<file path="src/sv/tprc_pkg.sv">
// shared types and constants of the threshold promote recency cache
// no dependencies; used by the cell and the top level

package tprc_pkg;

   // configuration register indexes
   localparam int  CSR_INDEX_W   = 1;
   localparam int  CSR_DATA_W    = 16;
   localparam logic [CSR_INDEX_W-1:0] CSR_THRESHOLD = 1'b0;
   localparam logic [CSR_INDEX_W-1:0] CSR_CAPACITY  = 1'b1;

   localparam int  THRESHOLD_W = 16;
   localparam int  CAPACITY_W  = 5;
   localparam logic [THRESHOLD_W-1:0] THRESHOLD_RESET = 16'd2;
   localparam logic [CAPACITY_W-1:0]  CAPACITY_RESET  = 5'd16;

   // result field widths that do not follow the parameters
   localparam int  POSITION_W  = 4;
   localparam int  OCCUPANCY_W = 5;

   // input command codes
   localparam logic CMD_REQUEST = 1'b0;
   localparam logic CMD_CLEAR   = 1'b1;

   typedef enum logic [1:0] {
      S_IDLE   = 2'b01,
      S_UPDATE = 2'b10
   } tprc_state_type;

   // per-cell control from the sequencer
   typedef struct packed {
      logic match_en;
      logic shift_en;
      logic write_en;
   } tprc_cell_ctrl_type;

endpackage

</file>
<file path="src/sv/tprc_ifs.sv">
// request and response channel interfaces of the recency cache
// no dependencies

interface tprc_req_if #(parameter int KEY_BITS = 32);
   logic                valid;
   logic                ready;
   logic                command;
   logic [KEY_BITS-1:0] key;

   modport source (output valid, command, key, input ready);
   modport sink   (input valid, command, key, output ready);
endinterface

interface tprc_rsp_if #(parameter int KEY_BITS = 32, parameter int COUNT_BITS = 16);
   logic                  valid;
   logic                  ready;
   logic                  hit;
   logic [COUNT_BITS-1:0] request_count;
   logic [3:0]            hit_position;
   logic                  promoted;
   logic                  evicted;
   logic [KEY_BITS-1:0]   evicted_key;
   logic [4:0]            occupancy;

   modport source (output valid, hit, request_count, hit_position, promoted, evicted,
                   evicted_key, occupancy, input ready);
   modport sink   (input valid, hit, request_count, hit_position, promoted, evicted,
                   evicted_key, occupancy, output ready);
endinterface

</file>
<file path="src/sv/tprc_cell.sv">
// one list position: key, request count and match flag
// depends on tprc_pkg for the control struct

module tprc_cell import tprc_pkg::*; #(
   parameter int KEY_BITS   = 32,
   parameter int COUNT_BITS = 16
) (
   input  logic                  clock,
   input  tprc_cell_ctrl_type    ctrl,
   input  logic                  live,
   input  logic [KEY_BITS-1:0]   cmp_key,
   input  logic [KEY_BITS-1:0]   prev_key,
   input  logic [COUNT_BITS-1:0] prev_count,
   input  logic [COUNT_BITS-1:0] wr_count,
   output logic [KEY_BITS-1:0]   key_out,
   output logic [COUNT_BITS-1:0] count_out,
   output logic                  match_out
);

   logic [KEY_BITS-1:0]   key_ff;
   logic [COUNT_BITS-1:0] count_ff;
   logic                  match_ff;

   always_ff @(posedge clock) begin
      if (ctrl.match_en) begin
         match_ff <= live && (key_ff == cmp_key);
      end
      if (ctrl.shift_en) begin
         key_ff   <= prev_key;
         count_ff <= prev_count;
      end else if (ctrl.write_en) begin
         count_ff <= wr_count;
      end
   end

   assign key_out   = key_ff;
   assign count_out = count_ff;
   assign match_out = match_ff;

endmodule

</file>
<file path="src/sv/threshold_promote_recency_cache_top.sv">
// top level of the threshold promote recency cache: sequencer, csr and cell row
// depends on tprc_pkg, tprc_ifs and tprc_cell
// a result is registered in the update step after its request transaction is accepted;
// that step waits while an earlier result is not yet taken. One transaction at a time:
// the registered key compare in the cell row, then the update and shift step of the row
// reset (synchronous, active high): list empty, threshold 2, capacity 16, no clearing pass

module threshold_promote_recency_cache_top import tprc_pkg::*; #(
   parameter int DEPTH      = 16,
   parameter int KEY_BITS   = 32,
   parameter int COUNT_BITS = 16
) (
   input  logic                   clock,
   input  logic                   reset,
   tprc_req_if.sink               req_bus,
   tprc_rsp_if.source             rsp_bus,
   input  logic                   csr_we,
   input  logic [CSR_INDEX_W-1:0] csr_index,
   input  logic [CSR_DATA_W-1:0]  csr_wdata
);

   localparam int FILL_W = $clog2(DEPTH + 1);
   localparam int POS_W  = (DEPTH > 1) ? $clog2(DEPTH) : 1;
   localparam int CMP_W  = (FILL_W > CAPACITY_W) ? FILL_W : CAPACITY_W;
   localparam int THR_W  = (COUNT_BITS > THRESHOLD_W) ? COUNT_BITS : THRESHOLD_W;

   // control and configuration
   tprc_state_type          state_ff, state_in;
   logic [FILL_W-1:0]       fill_ff, fill_in;
   logic [THRESHOLD_W-1:0]  threshold_ff;
   logic [CAPACITY_W-1:0]   capacity_ff;

   // captured request
   logic                    cmd_ff;
   logic [KEY_BITS-1:0]     key_ff;

   // result register
   logic                    rsp_valid_ff, rsp_valid_in;
   logic                    hit_ff;
   logic [COUNT_BITS-1:0]   count_ff;
   logic [POSITION_W-1:0]   position_ff;
   logic                    promoted_ff;
   logic                    evicted_ff;
   logic [KEY_BITS-1:0]     evicted_key_ff;
   logic [OCCUPANCY_W-1:0]  occupancy_ff;

   // cell row
   tprc_cell_ctrl_type      cell_ctrl [DEPTH];
   logic [KEY_BITS-1:0]     key_chain [DEPTH+1];
   logic [COUNT_BITS-1:0]   count_chain [DEPTH+1];
   logic [DEPTH-1:0]        live;
   logic [DEPTH-1:0]        match_vec;

   // update step
   logic                    accept;
   logic                    commit;
   logic                    hit_any;
   logic [POS_W-1:0]        pos;
   logic [POS_W+POSITION_W-1:0] pos_wide;
   logic [COUNT_BITS-1:0]   sel_count;
   logic [COUNT_BITS-1:0]   new_count;
   logic [KEY_BITS-1:0]     tail_key;
   logic                    promote;
   logic                    evict;
   logic [CMP_W-1:0]        fill_c, cap_c, depth_c, cap_eff;
   logic [FILL_W+OCCUPANCY_W-1:0] occ_wide;

   // handshake: one request at a time, result slot frees on rsp transaction
   assign accept        = req_bus.valid && req_bus.ready;
   assign req_bus.ready = (state_ff == S_IDLE);
   assign commit        = (state_ff == S_UPDATE) && (!rsp_valid_ff || rsp_bus.ready);

   // configuration writes
   always_ff @(posedge clock) begin
      if (reset) begin
         threshold_ff <= THRESHOLD_RESET;
         capacity_ff  <= CAPACITY_RESET;
      end else if (csr_we) begin
         case (csr_index)
            CSR_THRESHOLD: threshold_ff <= csr_wdata[THRESHOLD_W-1:0];
            CSR_CAPACITY:  capacity_ff  <= csr_wdata[CAPACITY_W-1:0];
            default: begin
            end
         endcase
      end
   end

   // selection from the one-hot match vector (keys in the list are unique)
   always_comb begin
      pos       = '0;
      sel_count = '0;
      tail_key  = '0;
      for (int i = 0; i < DEPTH; i++) begin
         if (match_vec[i]) begin
            pos       = pos | POS_W'(i);
            sel_count = sel_count | count_chain[i+1];
         end
         // tail entry sits at fill - 1
         if (FILL_W'(i + 1) == fill_ff) begin
            tail_key = tail_key | key_chain[i+1];
         end
      end
   end

   assign hit_any   = |match_vec;
   assign new_count = (sel_count == '1) ? sel_count : sel_count + COUNT_BITS'(1);
   assign promote   = hit_any && (THR_W'(new_count) > THR_W'(threshold_ff)) && (pos != '0);

   // capacity clamped into 1..DEPTH
   assign fill_c  = CMP_W'(fill_ff);
   assign cap_c   = CMP_W'(capacity_ff);
   assign depth_c = CMP_W'(DEPTH);
   assign cap_eff = (cap_c == '0) ? CMP_W'(1) : ((cap_c > depth_c) ? depth_c : cap_c);
   assign evict   = !hit_any && (fill_c >= cap_eff) && (fill_c != '0);

   // front of the row takes the promoted or new entry
   assign key_chain[0]   = key_ff;
   assign count_chain[0] = hit_any ? new_count : COUNT_BITS'(1);

   generate
      for (genvar g = 0; g < DEPTH; g++) begin : g_cell
         logic shift_sel;

         assign live[g] = (FILL_W'(g) < fill_ff);

         // promote shifts up to the hit; miss: cells 0..fill, or only live ones on evict
         always_comb begin
            if (hit_any) begin
               shift_sel = promote && (POS_W'(g) <= pos);
            end else if (evict) begin
               shift_sel = live[g];
            end else begin
               shift_sel = (FILL_W'(g) <= fill_ff);
            end
         end

         assign cell_ctrl[g].match_en = accept;
         assign cell_ctrl[g].shift_en = commit && (cmd_ff == CMD_REQUEST) && shift_sel;
         assign cell_ctrl[g].write_en = commit && (cmd_ff == CMD_REQUEST) && hit_any &&
                                        !promote && match_vec[g];

         tprc_cell #(
            .KEY_BITS   (KEY_BITS),
            .COUNT_BITS (COUNT_BITS)
         ) u_cell (
            .clock      (clock),
            .ctrl       (cell_ctrl[g]),
            .live       (live[g]),
            .cmp_key    (req_bus.key),
            .prev_key   (key_chain[g]),
            .prev_count (count_chain[g]),
            .wr_count   (new_count),
            .key_out    (key_chain[g+1]),
            .count_out  (count_chain[g+1]),
            .match_out  (match_vec[g])
         );
      end
   endgenerate

   // sequencer
   always_comb begin
      state_in = state_ff;
      case (state_ff)
         S_IDLE: begin
            if (accept) begin
               state_in = S_UPDATE;
            end
         end
         S_UPDATE: begin
            if (commit) begin
               state_in = S_IDLE;
            end
         end
         default: state_in = S_IDLE;
      endcase
   end

   // fill level after this transaction
   always_comb begin
      if (cmd_ff == CMD_CLEAR) begin
         fill_in = '0;
      end else if (hit_any || evict) begin
         fill_in = fill_ff;
      end else begin
         fill_in = fill_ff + FILL_W'(1);
      end
   end

   assign rsp_valid_in = commit ? 1'b1 : (rsp_valid_ff && !rsp_bus.ready);

   always_ff @(posedge clock) begin
      if (reset) begin
         state_ff     <= S_IDLE;
         fill_ff      <= '0;
         rsp_valid_ff <= 1'b0;
      end else begin
         state_ff     <= state_in;
         rsp_valid_ff <= rsp_valid_in;
         if (commit) begin
            fill_ff <= fill_in;
         end
      end
   end

   // request capture
   always_ff @(posedge clock) begin
      if (accept) begin
         cmd_ff <= req_bus.command;
         key_ff <= req_bus.key;
      end
   end

   assign pos_wide = {{POSITION_W{1'b0}}, pos};
   assign occ_wide = {{OCCUPANCY_W{1'b0}}, fill_in};

   // result register; a clear reports all zeros
   always_ff @(posedge clock) begin
      if (commit) begin
         occupancy_ff <= occ_wide[OCCUPANCY_W-1:0];
         if (cmd_ff == CMD_CLEAR) begin
            hit_ff         <= 1'b0;
            count_ff       <= '0;
            position_ff    <= '0;
            promoted_ff    <= 1'b0;
            evicted_ff     <= 1'b0;
            evicted_key_ff <= '0;
         end else begin
            hit_ff         <= hit_any;
            count_ff       <= hit_any ? new_count : COUNT_BITS'(1);
            position_ff    <= hit_any ? pos_wide[POSITION_W-1:0] : '0;
            promoted_ff    <= promote;
            evicted_ff     <= evict;
            evicted_key_ff <= evict ? tail_key : '0;
         end
      end
   end

   assign rsp_bus.valid         = rsp_valid_ff;
   assign rsp_bus.hit           = hit_ff;
   assign rsp_bus.request_count = count_ff;
   assign rsp_bus.hit_position  = position_ff;
   assign rsp_bus.promoted      = promoted_ff;
   assign rsp_bus.evicted       = evicted_ff;
   assign rsp_bus.evicted_key   = evicted_key_ff;
   assign rsp_bus.occupancy     = occupancy_ff;

`ifndef SYNTH
   // the list never holds more than the row has cells
   a_fill_bound: assert property (@(posedge clock) disable iff (reset)
      fill_ff <= FILL_W'(DEPTH))
      else $error("fill level beyond row depth");

   // keys in the list are unique, so at most one cell matches
   a_single_match: assert property (@(posedge clock) disable iff (reset)
      (state_ff == S_UPDATE) |-> $onehot0(match_vec))
      else $error("more than one cell matched the key");

   // an accepted request always moves the sequencer to its update step
   a_accept_update: assert property (@(posedge clock) disable iff (reset)
      accept |=> (state_ff == S_UPDATE))
      else $error("accepted request did not reach update");

   // a new result appears only from an update step
   a_result_source: assert property (@(posedge clock) disable iff (reset)
      $rose(rsp_valid_ff) |-> $past(state_ff == S_UPDATE))
      else $error("result raised without an update");
`endif

endmodule
</file>
<file path="src/flat_wrapper.sv">
// flat-port wrapper written by rule: the top's interface ports become plain ports
module threshold_promote_recency_cache_top_flat import tprc_pkg::*;
#(
   parameter int DEPTH      = 16,
   parameter int KEY_BITS   = 32,
   parameter int COUNT_BITS = 16
)
  (clock, reset, csr_we, csr_index, csr_wdata, req_bus_valid, req_bus_command, req_bus_key, req_bus_ready, rsp_bus_valid, rsp_bus_hit, rsp_bus_request_count, rsp_bus_hit_position, rsp_bus_promoted, rsp_bus_evicted, rsp_bus_evicted_key, rsp_bus_occupancy, rsp_bus_ready);
  tprc_req_if #(.KEY_BITS(KEY_BITS)) req_bus_i ();
  tprc_rsp_if #(.KEY_BITS(KEY_BITS), .COUNT_BITS(COUNT_BITS)) rsp_bus_i ();
  input  logic clock;
  input  logic reset;
  input  logic csr_we;
  input  logic [CSR_INDEX_W-1:0] csr_index;
  input  logic [CSR_DATA_W-1:0] csr_wdata;
  input wire logic [$bits(req_bus_i.valid)-1:0] req_bus_valid;
  input wire logic [$bits(req_bus_i.command)-1:0] req_bus_command;
  input wire logic [$bits(req_bus_i.key)-1:0] req_bus_key;
  output wire logic [$bits(req_bus_i.ready)-1:0] req_bus_ready;
  output wire logic [$bits(rsp_bus_i.valid)-1:0] rsp_bus_valid;
  output wire logic [$bits(rsp_bus_i.hit)-1:0] rsp_bus_hit;
  output wire logic [$bits(rsp_bus_i.request_count)-1:0] rsp_bus_request_count;
  output wire logic [$bits(rsp_bus_i.hit_position)-1:0] rsp_bus_hit_position;
  output wire logic [$bits(rsp_bus_i.promoted)-1:0] rsp_bus_promoted;
  output wire logic [$bits(rsp_bus_i.evicted)-1:0] rsp_bus_evicted;
  output wire logic [$bits(rsp_bus_i.evicted_key)-1:0] rsp_bus_evicted_key;
  output wire logic [$bits(rsp_bus_i.occupancy)-1:0] rsp_bus_occupancy;
  input wire logic [$bits(rsp_bus_i.ready)-1:0] rsp_bus_ready;
  assign req_bus_i.valid = req_bus_valid;
  assign req_bus_i.command = req_bus_command;
  assign req_bus_i.key = req_bus_key;
  assign req_bus_ready = req_bus_i.ready;
  assign rsp_bus_valid = rsp_bus_i.valid;
  assign rsp_bus_hit = rsp_bus_i.hit;
  assign rsp_bus_request_count = rsp_bus_i.request_count;
  assign rsp_bus_hit_position = rsp_bus_i.hit_position;
  assign rsp_bus_promoted = rsp_bus_i.promoted;
  assign rsp_bus_evicted = rsp_bus_i.evicted;
  assign rsp_bus_evicted_key = rsp_bus_i.evicted_key;
  assign rsp_bus_occupancy = rsp_bus_i.occupancy;
  assign rsp_bus_i.ready = rsp_bus_ready;
  threshold_promote_recency_cache_top #(.DEPTH(DEPTH), .KEY_BITS(KEY_BITS), .COUNT_BITS(COUNT_BITS)) u_core (.clock(clock), .reset(reset), .req_bus(req_bus_i), .rsp_bus(rsp_bus_i), .csr_we(csr_we), .csr_index(csr_index), .csr_wdata(csr_wdata));
endmodule
</file>
<file path="config.mk">
export PLATFORM = sky130hd
export DESIGN_NAME = threshold_promote_recency_cache_top_flat
export DESIGN_NICKNAME = d
export VERILOG_FILES = /design/src/sv/tprc_pkg.sv /design/src/sv/tprc_ifs.sv /design/src/sv/tprc_cell.sv /design/src/sv/threshold_promote_recency_cache_top.sv /design/src/flat_wrapper.sv
export SDC_FILE = /design/constraint.sdc
export NUM_CORES = 1
export LEC_CHECK = 0
export ABC_CLOCK_PERIOD_IN_PS = 8550
export BUFFER_PORTS_ARGS = -buffer_cell sky130_fd_sc_hd__buf_2
export CORE_MARGIN = 4
export CORE_UTILIZATION = 59
export CTS_BUF_LIST = sky130_fd_sc_hd__clkbuf_8
export DETAILED_ROUTE_END_ITERATION = 10
export HOLD_SLACK_MARGIN = 0.08
export MAX_ROUTING_LAYER = met4
export PLACE_DENSITY = 0.76
export SYNTH_ARGS = -nofsm -noshare
export SYNTH_HDL_FRONTEND = slang
export SYNTH_HIERARCHICAL = 1
export SYNTH_SLANG_ARGS = --single-unit
export TNS_END_PERCENT = 10
</file>
<file path="constraint.sdc">
create_clock -name clock -period 8.55 [get_ports clock]
set_input_delay 0.4275 -clock clock [delete_from_list [all_inputs] [get_ports clock]]
set_output_delay 0.4275 -clock clock [all_outputs]
set_load 0.01 [all_outputs]
</file>
After elaboration in Yosys (flattened, before gate mapping)
Cells that the tools add are included.

cells by class
  add/subtract/negate cells = 2
  $mul = 0
  div/mod/pow operators = 0
  magnitude comparators = 51
  equality and inequality tests = 37
  shift-type cells = 0
  multiplexer cells = 121
  bitwise logic cells = 34
  reductions and logical operators = 105

operator list
  cell                                                                              count
  16-bit two-way mux                                                                50
  32-bit equality test                                                              16
  32-bit two-way mux                                                                16
  32-bit bitwise OR                                                                 15
  16-bit bitwise OR                                                                 15
  1-bit logical AND                                                                 74
  4-bit by 5-bit equality test with 1-bit output (first input constant)             8
  4-bit by 5-bit less-or-equal comparator with 1-bit output (first input constant)  8
  4-bit by 5-bit less-than comparator with 1-bit output (first input constant)      8
  1-bit two-way mux                                                                 34
  4-bit less-or-equal comparator (first input constant)                             8
  4-bit two-way mux                                                                 8
  2-bit nonzero test                                                                16
  3-bit by 5-bit equality test with 1-bit output (first input constant)             4
  3-bit by 5-bit less-or-equal comparator with 1-bit output (first input constant)  4
  3-bit by 5-bit less-than comparator with 1-bit output (first input constant)      4
  5-bit two-way mux                                                                 4
  16-bit by 1-bit adder with 16-bit output (second input constant)                  1
  16-bit equality test (second input constant)                                      1
  16-bit greater-than comparator                                                    1
  3-bit by 4-bit less-or-equal comparator with 1-bit output (first input constant)  4
  16-bit OR reduction                                                               1
  3-bit two-way mux                                                                 4
  2-bit by 5-bit equality test with 1-bit output (first input constant)             2
  other kinds (25)                                                                  44

word-level totals
  flip-flop bits (word level) = 906
  bits in latches = 0
  bits in writable memories = 0
  ROM bits = 0
  bits of input ports = 55
  output and inout bits = 62
  logic and storage cells = 412
  memories = 0

Longest topological paths before layout
  depth after elaboration = 41
  depth in mapped cells = 24
  depth with buffers taken out = 18

Hierarchy
Netlist, hierarchy kept.

by module, submodules not included
  module                               times used  cells each  area each (µm²)  sequential area each (µm²)
  tprc_cell                            16          112         2,023.2          1,471.4
  threshold_promote_recency_cache_top  1           1,193       10,775.3         3,373.2

Least setup slack after synthesis
No wires, ideal clock.

  path type = reg-to-reg
  from = reg u_core.g_cell[5].u_cell.match_ff
  to = reg u_core.g_cell[9].u_cell.count_ff[0] (enable)
  library setup time = 0.334 ns
  data arrival time = 7.613 ns
  required time = 8.216 ns
  path slack = 0.603 ns
  stages on the path, launching flop included = 25
  path buffers = 6
  period minus slack after synthesis = 7.947 ns
  cells stage by stage = edfxtp_1 -> buf_6 -> buf_6 -> a22o_1 -> a221oi_1 -> and4_1 -> inv_1 -> ha_1 -> nor2b_1 -> clkbuf_1 -> and2_1 -> buf_2 -> a211oi_4 -> xnor2_1 -> ha_1 -> and3_1 -> nand4_1 -> a211oi_1 -> a211oi_1 -> nor3_1 -> o21ai_1 -> a211oi_1 -> buf_2 -> buf_2 -> or2_2

RTL lines
  item                    RTL line         source
  from (decl)             tprc_cell.sv:22  logic match_ff;
  from (signal assigned)  tprc_cell.sv:26  match_ff <= live && (key_ff == cmp_key);
  to (signal assigned)    tprc_cell.sv:30  count_ff <= prev_count;
  to (signal assigned)    tprc_cell.sv:32  count_ff <= wr_count;
  to (decl)               tprc_cell.sv:21  logic [COUNT_BITS-1:0] count_ff;

==> results.ini <==
[global_route]
overflow = 0
track_usage_pct = 38.81
grt_max_degree = 62
antenna_found_initial = 7
grt_pass1_vias = 29710
grt_pass1_wl_um = 212100

[critical_path]
arrival_ps = 8290
critPathKind = reg -> reg
worst_setup_path_start_kind = register
end_kind = register
r2r_start = u_core/g_cell[1].u_cell/match_out
path_cells = a22o_1 > a221oi_1 > and4_1 > inv_1 > ha_1 > nor2b_1 > nand2_2 > or4_4 > xor2_1 > buf_4 > ha_1 > and3_1 > nand4_1 > o21ai_0 > a211oi_1 > nor3_1 > o21ai_1 > a211oi_4 > buf_4 > mux2_2
worst-path-buf-inv = 3
cp_top_family = simple AND/OR/NAND/NOR gates
startpoint = u_core/g_cell[1].u_cell/match_out
required_ps = 9080
cp_max_fo = 36
worst_path_largest_cell_delay_ps = 990
crit_slowest_cell = edfxtp_1

[logic_synthesis]
async_flop_share_pct = 0
synthCells = 2985
synth_mux_area_share_pct = 6.931
synthXorXnorAreaFrac_pct = 10.74
seq_area_frac_synth_pct = 62.38
synth-compound-area-share_pct = 9.651
mappedNetlistNets = 3065
yosys.cell_types.count = 66
syn_area_um2 = 43150
synth_flop_cell = edfxtp_1
synth_largest_area_cell = edfxtp_1
synth_simple_gate_area_share_pct = 7.189
synth_area_leaders = edfxtp_1, xor2_1, mux2_2, a22oi_1, a22o_1
synth_top_family_by_area = XOR/XNOR gates
synth-edff-count = 877
ys_seq_elements = 906
synthAdderAreaFrac_pct = 0.7250
yosys_warnings = 6
yosysTopAreaCellShare_pct = 61.04
synth_area_per_cell_um2 = 14.45

[floorplan]
rows = 98
die_area_um2 = 77520
start_util_pct = 59.95
die_y_um = 278.4
core_area_um2 = 71980
die_w_um = 278.4
ios = 117

[sta]
fmaxAchievable_ghz = 0.1288
tightest_slew_ps = 1164
slew_headroom_pct = 22.40
setup-tns-final_ps = 0
finalCriticalPeriod_ps = 7764
fin_crit_sh_pct = 90.81
fin_skew_ps = 60.42
final_hold_viol_count = 0
setup_viol = 0
drv_slew = 0
rsz0062_at_grt = no

[finish]
fillers = 5157
syn_to_final_growth_pct = 11.23
final_cell_area_um2 = 47990
drive_above_1_share_pct = 21.61
nNetsFinal = 3292

[drt]
routed_wl_um = 149000
wl_per_cell_um = 34.82
viasPerCell = 7.040
ant_nets = 0
vias = 30130
drt_pass1_iterations = 6
drtIter0Drc = 5067
drcViolationCount = 0

[pwr]
vdd_drop_max_mv = 0.1466
p_leak_nw = 15.82
p_per_area_nw_per_um2 = 195.4
power_mw = 9.378

[place]
place_hpwl_um = 98290
placed_cell_area_um2 = 44770
gp_congestion = 1.007
port_buffers = 116

[hold_path]
hold_class = in -> reg
hold_start = req_bus_key[26]

[clocking]
cts-root-buf = clkbuf_8
cts_setup_buffers = 0
clk_pin_slew_ps = 60
cts_tree = yes
clockBufferDepth = 3
cts_resized = 0
h-tree-depth = 4
worstSkewPairLatency_ps = 820
numCtsBuffers = 150
clock_sinks = 906

[status]
status = complete, no violations

[run]
maxCapViolCount = 0

[worst reg2reg max path, stage by stage (launching register included)]
cell and delay [ps]:
edfxtp_1 990, a22o_1 310, a221oi_1 50, and4_1 290, inv_1 90, ha_1 160
nor2b_1 460, nand2_2 240, or4_4 620, xor2_1 170, buf_4 240, ha_1 310
and3_1 150, nand4_1 160, o21ai_0 250, a211oi_1 130, nor3_1 480, o21ai_1 450
a211oi_4 880, buf_4 620, mux2_2 450
[routing by layer]
layer	routed length (um)	share of wire (%)	global-route usage [%]	vias to the layer above
met5	0	0	-	-
met4	9147	6.1	19.55	0
li1	-	-	-	12190
met3	17440	12	9.739	531
met1	55520	37	50.52	14910
met2	66880	45	57.13	2490
[registers in the layout, summed over array words and instances, names as in the netlist, 2 cells and up]
signal and count:
u_core/rsp_bus.request_count 16, u_core/g_cell.u_cell/key_out 512, u_core/rsp_bus.evicted_key 32, u_core/g_cell.u_cell/match_out 16
u_core/state_ff 2, u_core/rsp_bus.hit_position 4, u_core/key_ff 32, u_core/cap_c 5
u_core/fill_c 5, u_core/g_cell.u_cell/count_out 256, u_core/rsp_bus.occupancy 5, u_core/threshold_ff 16
[final timing paths]
| check | to | slack (ps) | cells after the start |
|---|---|---|---|
| setup / recovery | u_core/g_cell[9].u_cell/count_out[4] | 790 | 20 |
| hold / removal | u_core/key_ff[26] | 140 | 1 |
| setup reg to reg | u_core/g_cell[9].u_cell/count_out[4] | 790 | 20 |
| hold reg to reg | u_core/g_cell[0].u_cell/key_out[16] | 400 | 0 |
[power breakdown]
part	total [mW]	internal [mW]	leakage (nW)	switching, mW
combinational	0.789	0.325	6.17	0.464
sequential	5.01	4.95	8.10	0.0635
clock	3.58	1.79	1.55	1.79
[cells by family (layout without fill, tap and decap cells)]
group / after synthesis / in the layout
other cells: 0 / 6
fa+ha+maj: 25 / 25
buf+inv: 186 / 524
mux: 266 / 266
compound gates: 530 / 530
flops: 906 / 906
xor+xnor: 529 / 529
simple gates: 543 / 543
[synthesized netlist by cell type (3+ instances only)]
library cell	count
a211oi_1	12
o21bai_1	3
or3_1	8
nor3_2	18
and4_1	9
nor4_2	4
dfxtp_1	29
a22oi_1	149
and4_4	4
buf_2	44
xor2_1	503
nand2_1	79
clkbuf_1	70
nand2_2	3
mux2_2	256
nor3_1	37
nand2b_1	11
xnor2_1	26
a221oi_1	117
nor3b_1	3
edfxtp_1	877
or2_2	16
nor4_1	116
o21a_1	4
mux2i_1	7
buf_6	31
a21oi_1	50
buf_1	4
ha_1	25
o21ai_0	17
nor2b_1	10
inv_1	29
and2_1	23
nand3_1	43
and3_1	35
nand4_1	45
nor2_1	72
a221oi_2	3
a22o_1	118
a21o_1	13
a31oi_1	23
a211oi_4	4
buf_4	5
[timing repair]
| item | in CTS | in global routing |
|---|---|---|
| hold buffers | 48 | 0 |
| setup endpoints to repair | 0 | 0 |
| endpoints found under the hold margin | 37 | 0 |
[stage by stage]
| step | utilization, % | hold slack, ps | setup slack (ps) | instances |
|---|---|---|---|---|
| after global routing | 66.68 | 107.0 | 629.9 | 4279 |
| after CTS | 66.66 | 81.85 | 989.0 | 4273 |
| after floorplan | - | 400.3 | 603.2 | 2985 |
| after global placement | 62.20 | 401.3 | 1182 | 3962 |
| final | 66.68 | 140.2 | 786.0 | 4279 |
| after detailed placement | 62.20 | 404.5 | 1031 | 3962 |
[cell type report]
type | count | area [um2] | area share, %
Antenna cell | 6 | 15.01 | 0.03129
Clock inverter | 104 | 535.5 | 1.116
Multi-Input combinational cell | 1893 | 15450 | 32.20
Clock buffer | 159 | 2188 | 4.560
Sequential cell | 906 | 26920 | 56.08
Timing Repair Buffer | 232 | 1584 | 3.301
Inverter | 29 | 110.1 | 0.2294
Tap cell | 950 | 1189 | 2.477
[cell usage in the layout, fill, tap and decap left out, types with 30 or more instances in the layout]
| cell | count |
|---|---|
| nor2_1 | 61 |
| buf_4 | 67 |
| and3_1 | 30 |
| a21oi_1 | 47 |
| nor3_1 | 33 |
| nand4_1 | 45 |
| xor2_1 | 503 |
| mux2_2 | 256 |
| inv_1 | 69 |
| buf_2 | 116 |
| dlygate4sd3_1 | 48 |
| a221oi_1 | 115 |
| nand3_1 | 43 |
| clkbuf_8 | 159 |
| a22oi_1 | 149 |
| clkinv_1 | 40 |
| nor4_1 | 116 |
| nand2_1 | 79 |
| edfxtp_1 | 877 |
| a22o_1 | 118 |
No activity file was read; power rests on OpenSTA's default activity.
